## src/rtl/core/rkia_pkg.sv

```systemverilog
// shared types and constants of the refcounted key id allocator
// no dependencies
package rkia_pkg;

  // parameter defaults
  localparam int MAX_KEYS_DEF = 255;
  localparam int REF_BITS_DEF = 16;

  // operation codes
  localparam logic [2:0] KIND_CREATE  = 3'd0;
  localparam logic [2:0] KIND_DELETE  = 3'd1;
  localparam logic [2:0] KIND_ACQUIRE = 3'd2;
  localparam logic [2:0] KIND_RELEASE = 3'd3;
  localparam logic [2:0] KIND_CHECK   = 3'd4;

  // result status codes
  localparam logic [1:0] STAT_OK       = 2'd0;
  localparam logic [1:0] STAT_BADKEY   = 2'd1;
  localparam logic [1:0] STAT_NOSPACE  = 2'd2;
  localparam logic [1:0] STAT_OVERFLOW = 2'd3;

  // request word
  typedef struct packed {
    logic [2:0] kind;
    logic [7:0] key_id;
  } req_word_t;

  // result word
  typedef struct packed {
    logic [1:0] status;
    logic [7:0] new_key;
  } rsp_word_t;

  // controller to datapath commands
  typedef struct packed {
    logic load;
    logic look;
    logic pick;
    logic exec;
  } dp_cmd_t;

endpackage

```

## src/rtl/core/rkia_ctrl.sv

```systemverilog
// sequencing state machine of the key allocator
// depends on rkia_pkg
module rkia_ctrl import rkia_pkg::*; (
  input  logic    clk,
  input  logic    rst,
  input  logic    start,
  output logic    busy,
  output dp_cmd_t cmd
);

  typedef enum logic [3:0] {
    S_IDLE = 4'b0001,
    S_LOOK = 4'b0010,
    S_PICK = 4'b0100,
    S_EXEC = 4'b1000
  } state_t;

  state_t state, state_next;

  // next state
  always_comb begin
    state_next = state;
    case (state)
      S_IDLE: if (start) state_next = S_LOOK;
      S_LOOK: state_next = S_PICK;
      S_PICK: state_next = S_EXEC;
      S_EXEC: state_next = S_IDLE;
      default: state_next = S_IDLE;
    endcase
  end

  always_ff @(posedge clk) begin
    if (rst) state <= S_IDLE;
    else     state <= state_next;
  end

  // commands and status
  assign busy     = (state != S_IDLE);
  assign cmd.load = (state == S_IDLE) && start;
  assign cmd.look = (state == S_LOOK);
  assign cmd.pick = (state == S_PICK);
  assign cmd.exec = (state == S_EXEC);

endmodule

```

## config.mk

```make
export PLATFORM = sky130hd
export DESIGN_NAME = rkia_ctrl
export DESIGN_NICKNAME = d
export VERILOG_FILES = /design/src/rtl/core/rkia_pkg.sv /design/src/rtl/core/rkia_ctrl.sv
export SDC_FILE = /design/constraint.sdc
export NUM_CORES = 1
export LEC_CHECK = 0
export CAP_MARGIN = 20
export CORE_AREA = 2 2 39 41
export CTS_BUF_LIST = sky130_fd_sc_hd__clkbuf_2
export DETAILED_ROUTE_END_ITERATION = 7
export DIE_AREA = 0 0 41 43
export DONT_BUFFER_PORTS = 1
export GPL_TIMING_DRIVEN = 1
export PLACE_DENSITY = 0.35
export SYNTH_ARGS = -nofsm -noshare
export SYNTH_HDL_FRONTEND = slang
export SYNTH_SLANG_ARGS = --single-unit
```

## constraint.sdc

```tcl
create_clock -name clk -period 1.2 [get_ports clk]
set_input_delay 0.24 -clock clk [delete_from_list [all_inputs] [get_ports clk]]
set_output_delay 0.24 -clock clk [all_outputs]
set_load 0.1 [all_outputs]
```

== Word level (Yosys, flattened, before mapping) ==
Cells that the tools add are included.
Operators by class
  equality and inequality tests: 6
  mux-type cells: 2
  reduce and logical (&&, ||, !) cells: 1
Operators with widths (number)
  case mux 4 bit (3 select lines): 1
  equality test 4 x 1 -> 1 bit (second input constant): 1
  equality test 4 x 2 -> 1 bit (second input constant): 1
  equality test 4 x 3 -> 1 bit (second input constant): 1
  equality test 4 bit (second input constant): 1
  two-way mux 4 bit: 1
  inequality test 4 x 1 -> 1 bit (second input constant): 1
  inequality test 2 bit (second input constant): 1
  logical AND 1 bit: 1
Storage, ports and cells
  flip-flop bits (word level): 4
  output and inout bits: 5

== Logic depth before layout (Yosys ltp) ==
  word-level depth: 2
  depth in mapped cells: 2
  gate-level depth less buffers: 2

== Worst setup path before layout ==
OpenSTA, ideal clock, no wires.
  path kind: register to register
  from: reg state[1]
  to: reg state[2]
  library setup time: 79 ps
  arrival: 3878 ps
  data required time: 1121 ps
  path slack: -2757 ps
  stages on the path, launching flop included: 3
  buffers on the path: 0
  cell sequence: dfxtp_1 -> nor4b_1 -> nor2b_1
RTL lines
  start: declaration: RTL line rkia_ctrl.sv:18  | state_t state, state_next;
  start signal: assignment: RTL line rkia_ctrl.sv:34  | else state <= state_next;

==> metrics.md <==
| Metric | Value |
|---|---|
| Status | `finished with violations` |
| Failing checks | `negative setup slack` |
| Dpl ws | `-218 ps` |
| Pre-Repair DR Iteration Count | `2` |
| Num CTS Buffers | `3` |
| Critical path peak fanout | `2` |
| DR iter-0 viols | `1` |
| CP required | `960 ps` |
| Core ar. | `1380 um^2` |
| I/O Buffers | `0` |
| Largest reg by FF count | `state` |
| Global-route usage over all layers | `under 10%` |
| Regs by FF count | `state x4` |
| Fin. max-slew vios | `0` |
| Synth Area per Inst | `10.3 um^2` |
| Synth unique cells | `13` |
| Clk_lat worst skew | `200 ps` |
| Leading area contributor after synthesis | `dfxtp_1` |
| Starting Density | `14.2%` |
| TritonCTS clock tree | `built` |
| Routed Wire Length | `582 um` |
| Hold Path Cell Cnt | `1` |
| Syn Nets | `22` |
| Count of buffer and inverter cells on the critical path | `1` |
| Setup crit start kind | `flip-flop` |
| Synth Cell Area | `roughly 200 um^2` |
| Nets@finish | `40` |
| Part of the cycle the worst path needs | `133%` |
| Vias after detailed routing | `211` |
| Synth Register Bits | `4` |
| Worst-Margin Slew | `284 ps` |
| Worst-path clk slew | `50 ps` |
| Area share of the largest cell type after synthesis | `40.8%` |
| Unrepaired setup endpoints after global routing | `yes` |
| DIE HEIGHT | `43 um` |
| Root Driver | `clkbuf_2` |
| Post-route minimum period | `around 1600 ps` |
| Wire per inst | `11.2 um` |
| Initial antenna violation count | `0` |
| First-pass GRT wire length | `910 um` |
| Switching fraction of total power | `35.9%` |
| Commonest non-fill, non-tap cell in the layout | `buf_4` |
| Arrival @ worst endpoint | `1360 ps` |
| Worst VDD drop | `0.515 mV` |
| Kind of critical path | `flip-flop to output port` |
| Share of layout cells above drive strength 1 | `between 80% and 90%` |
| Most frequent cells in the layout | `7 x buf_4, 4 x nor4b_4, 4 x clkbuf_2` |
| Largest net degree at the start of global routing | `7` |
| Max_cap viols | `0` |
| ANT nets after route | `0` |
| Final clock skew | `2.87 ps` |
| Worst path slowest cell | `or4b_4` |
| Clock network power share | `about a third` |
| Die width | `41 um` |
| Fillers | `145` |
| Leakage | `0.000186 uW` |
| IO Count | `8` |
| Top post-synthesis cells by area | `dfxtp_1 41%, nor4b_1 18%, or4b_4 7.0%` |
| Hold Fails Final Rpt | `0` |
| Largest register FFs | `4` |
| Comb pwr share | `36.7%` |
| Crit-path cells | `or4b_4, nor2_4, buf_12` |
| Hold WC Path Type | `input pin to flip-flop` |
| Final setup violation count | `5` |
| NetSw | `between 150 and 200 uW` |
| Synth-to-Final Area Change | `142%` |
| Die area | `about 1800 um^2` |
| DRC viols | `0` |
| Gpl congestion | `0.686` |
| Multi-input logic area | `173 um^2` |
| Pwr/cell area | `948 nW/um^2` |
| Post-Syn Instances | `19` |
| R2R cell count | `4` |
| Worst setup EP type | `output port` |
| CTS Sinks | `4` |
| FP Rows | `14` |
| Crit-path leading delay family | `simple AND/OR/NAND/NOR gates` |
| Seq pwr share | `31.7%` |
| Vias/cell | `4.06` |
| Slew margin rel. | `~81%` |
| Sum Neg Setup Slack | `-1490 ps` |
| Clock Path Buffers | `2` |
| Crit path largest cell delay | `550 ps` |
| Cell-internal power | `289 uW` |
| Fmax | `0.626 GHz` |
| Setup WS post-layout | `-398 ps` |
| GRT overflow | `0` |
| Crit path depth | `3` |
| Register area | `87.6 um^2` |
| Hold buffers post-CTS | `0` |
| Register area share after synthesis | `40.8%` |
| Synth warnings | `0` |
| Vias in the first global route | `~230` |
| H-Tree Depth | `1` |
| Inserted Diodes | `0` |
-- worst register-to-register path, stage by stage (launching register included) --
cell and delay, ps:
dfxtp_2 310, buf_4 150, buf_6 120, or2_4 250
nor4b_4 220
-- path summary, 6_finish.rpt --
kind / start / to / slack [ps]
hold / removal: rst / state[2] / 100
setup reg to reg: state[3] / state[3] / 60
setup / recovery: state[3] / cmd[3] / -400
hold reg to reg: state[0] / state[3] / 570
-- power by group through the flow --
| stage | clock (uW) | sequential [uW] | combinational [uW] |
|---|---|---|---|
| 3_3_place_gp | 0 | 145 | 150 |
| 4_1_cts | 151 | 143 | 159 |
| 3_5_place_dp | 0 | 145 | 151 |
| 6_report | 142 | 143 | 166 |
| 2_1_floorplan | 0 | 154 | 97.3 |
| 5_1_grt | 164 | 144 | 172 |
-- cell usage after synthesis --
master / instances
dfxtp_1: 4
nor4b_1: 4
a2bb2oi_1: 1
buf_4: 1
inv_1: 1
nand4bb_1: 1
nor2_1: 1
nor2_2: 1
nor2b_1: 1
nor3_1: 1
or2_2: 1
or4b_4: 1
xor2_1: 1
-- layer usage --
metal / global-route usage, % / share of wire [%] / vias up / wire length, um
met2: 12.5 / 52 / 7 / 305
met5: 0 / 0 / - / 0
met3: 5.76 / 10 / 0 / 61
met4: 4.00 / 0 / 0 / 0
met1: 7.69 / 37 / 99 / 216
li1: - / - / 105 / -
-- cell type report --
class / instances / area share (%)
multi-input cells: 13 / 36.3
repair buffers: 14 / 36.1
flip-flops and latches: 4 / 18.4
clock buffers: 4 / 4.21
well taps: 16 / 4.21
inverters: 1 / 0.789
-- metrics by stage --
step,power (uW),hold slack (ps),instance area (um^2),utilization (%),cells
floorplan,251,304,239,-,19
global route,479,66.0,475,34.4,52
finish,451,96.2,475,34.4,52
global placement,295,309,388,28.0,44
detailed placement,295,310,388,28.0,44
CTS,453,81.1,459,33.2,51
-- what timing repair did --
action | CTS | global route
pin swaps | 4 | 4
gates resized for setup | 6 | 2
endpoints found under the setup margin | 6 | 7
buffers inserted | 3 | 2
-- logic make-up (layout without fill, tap and decap cells) --
kind of cell	Yosys count	in the layout	share of synthesized area, %
simple gates	11	11	44.6
flops	4	4	40.8
buf+inv	2	19	5.73
compound gates	1	1	4.46
xor+xnor	1	1	4.46
No activity file was read; power rests on OpenSTA's default activity.
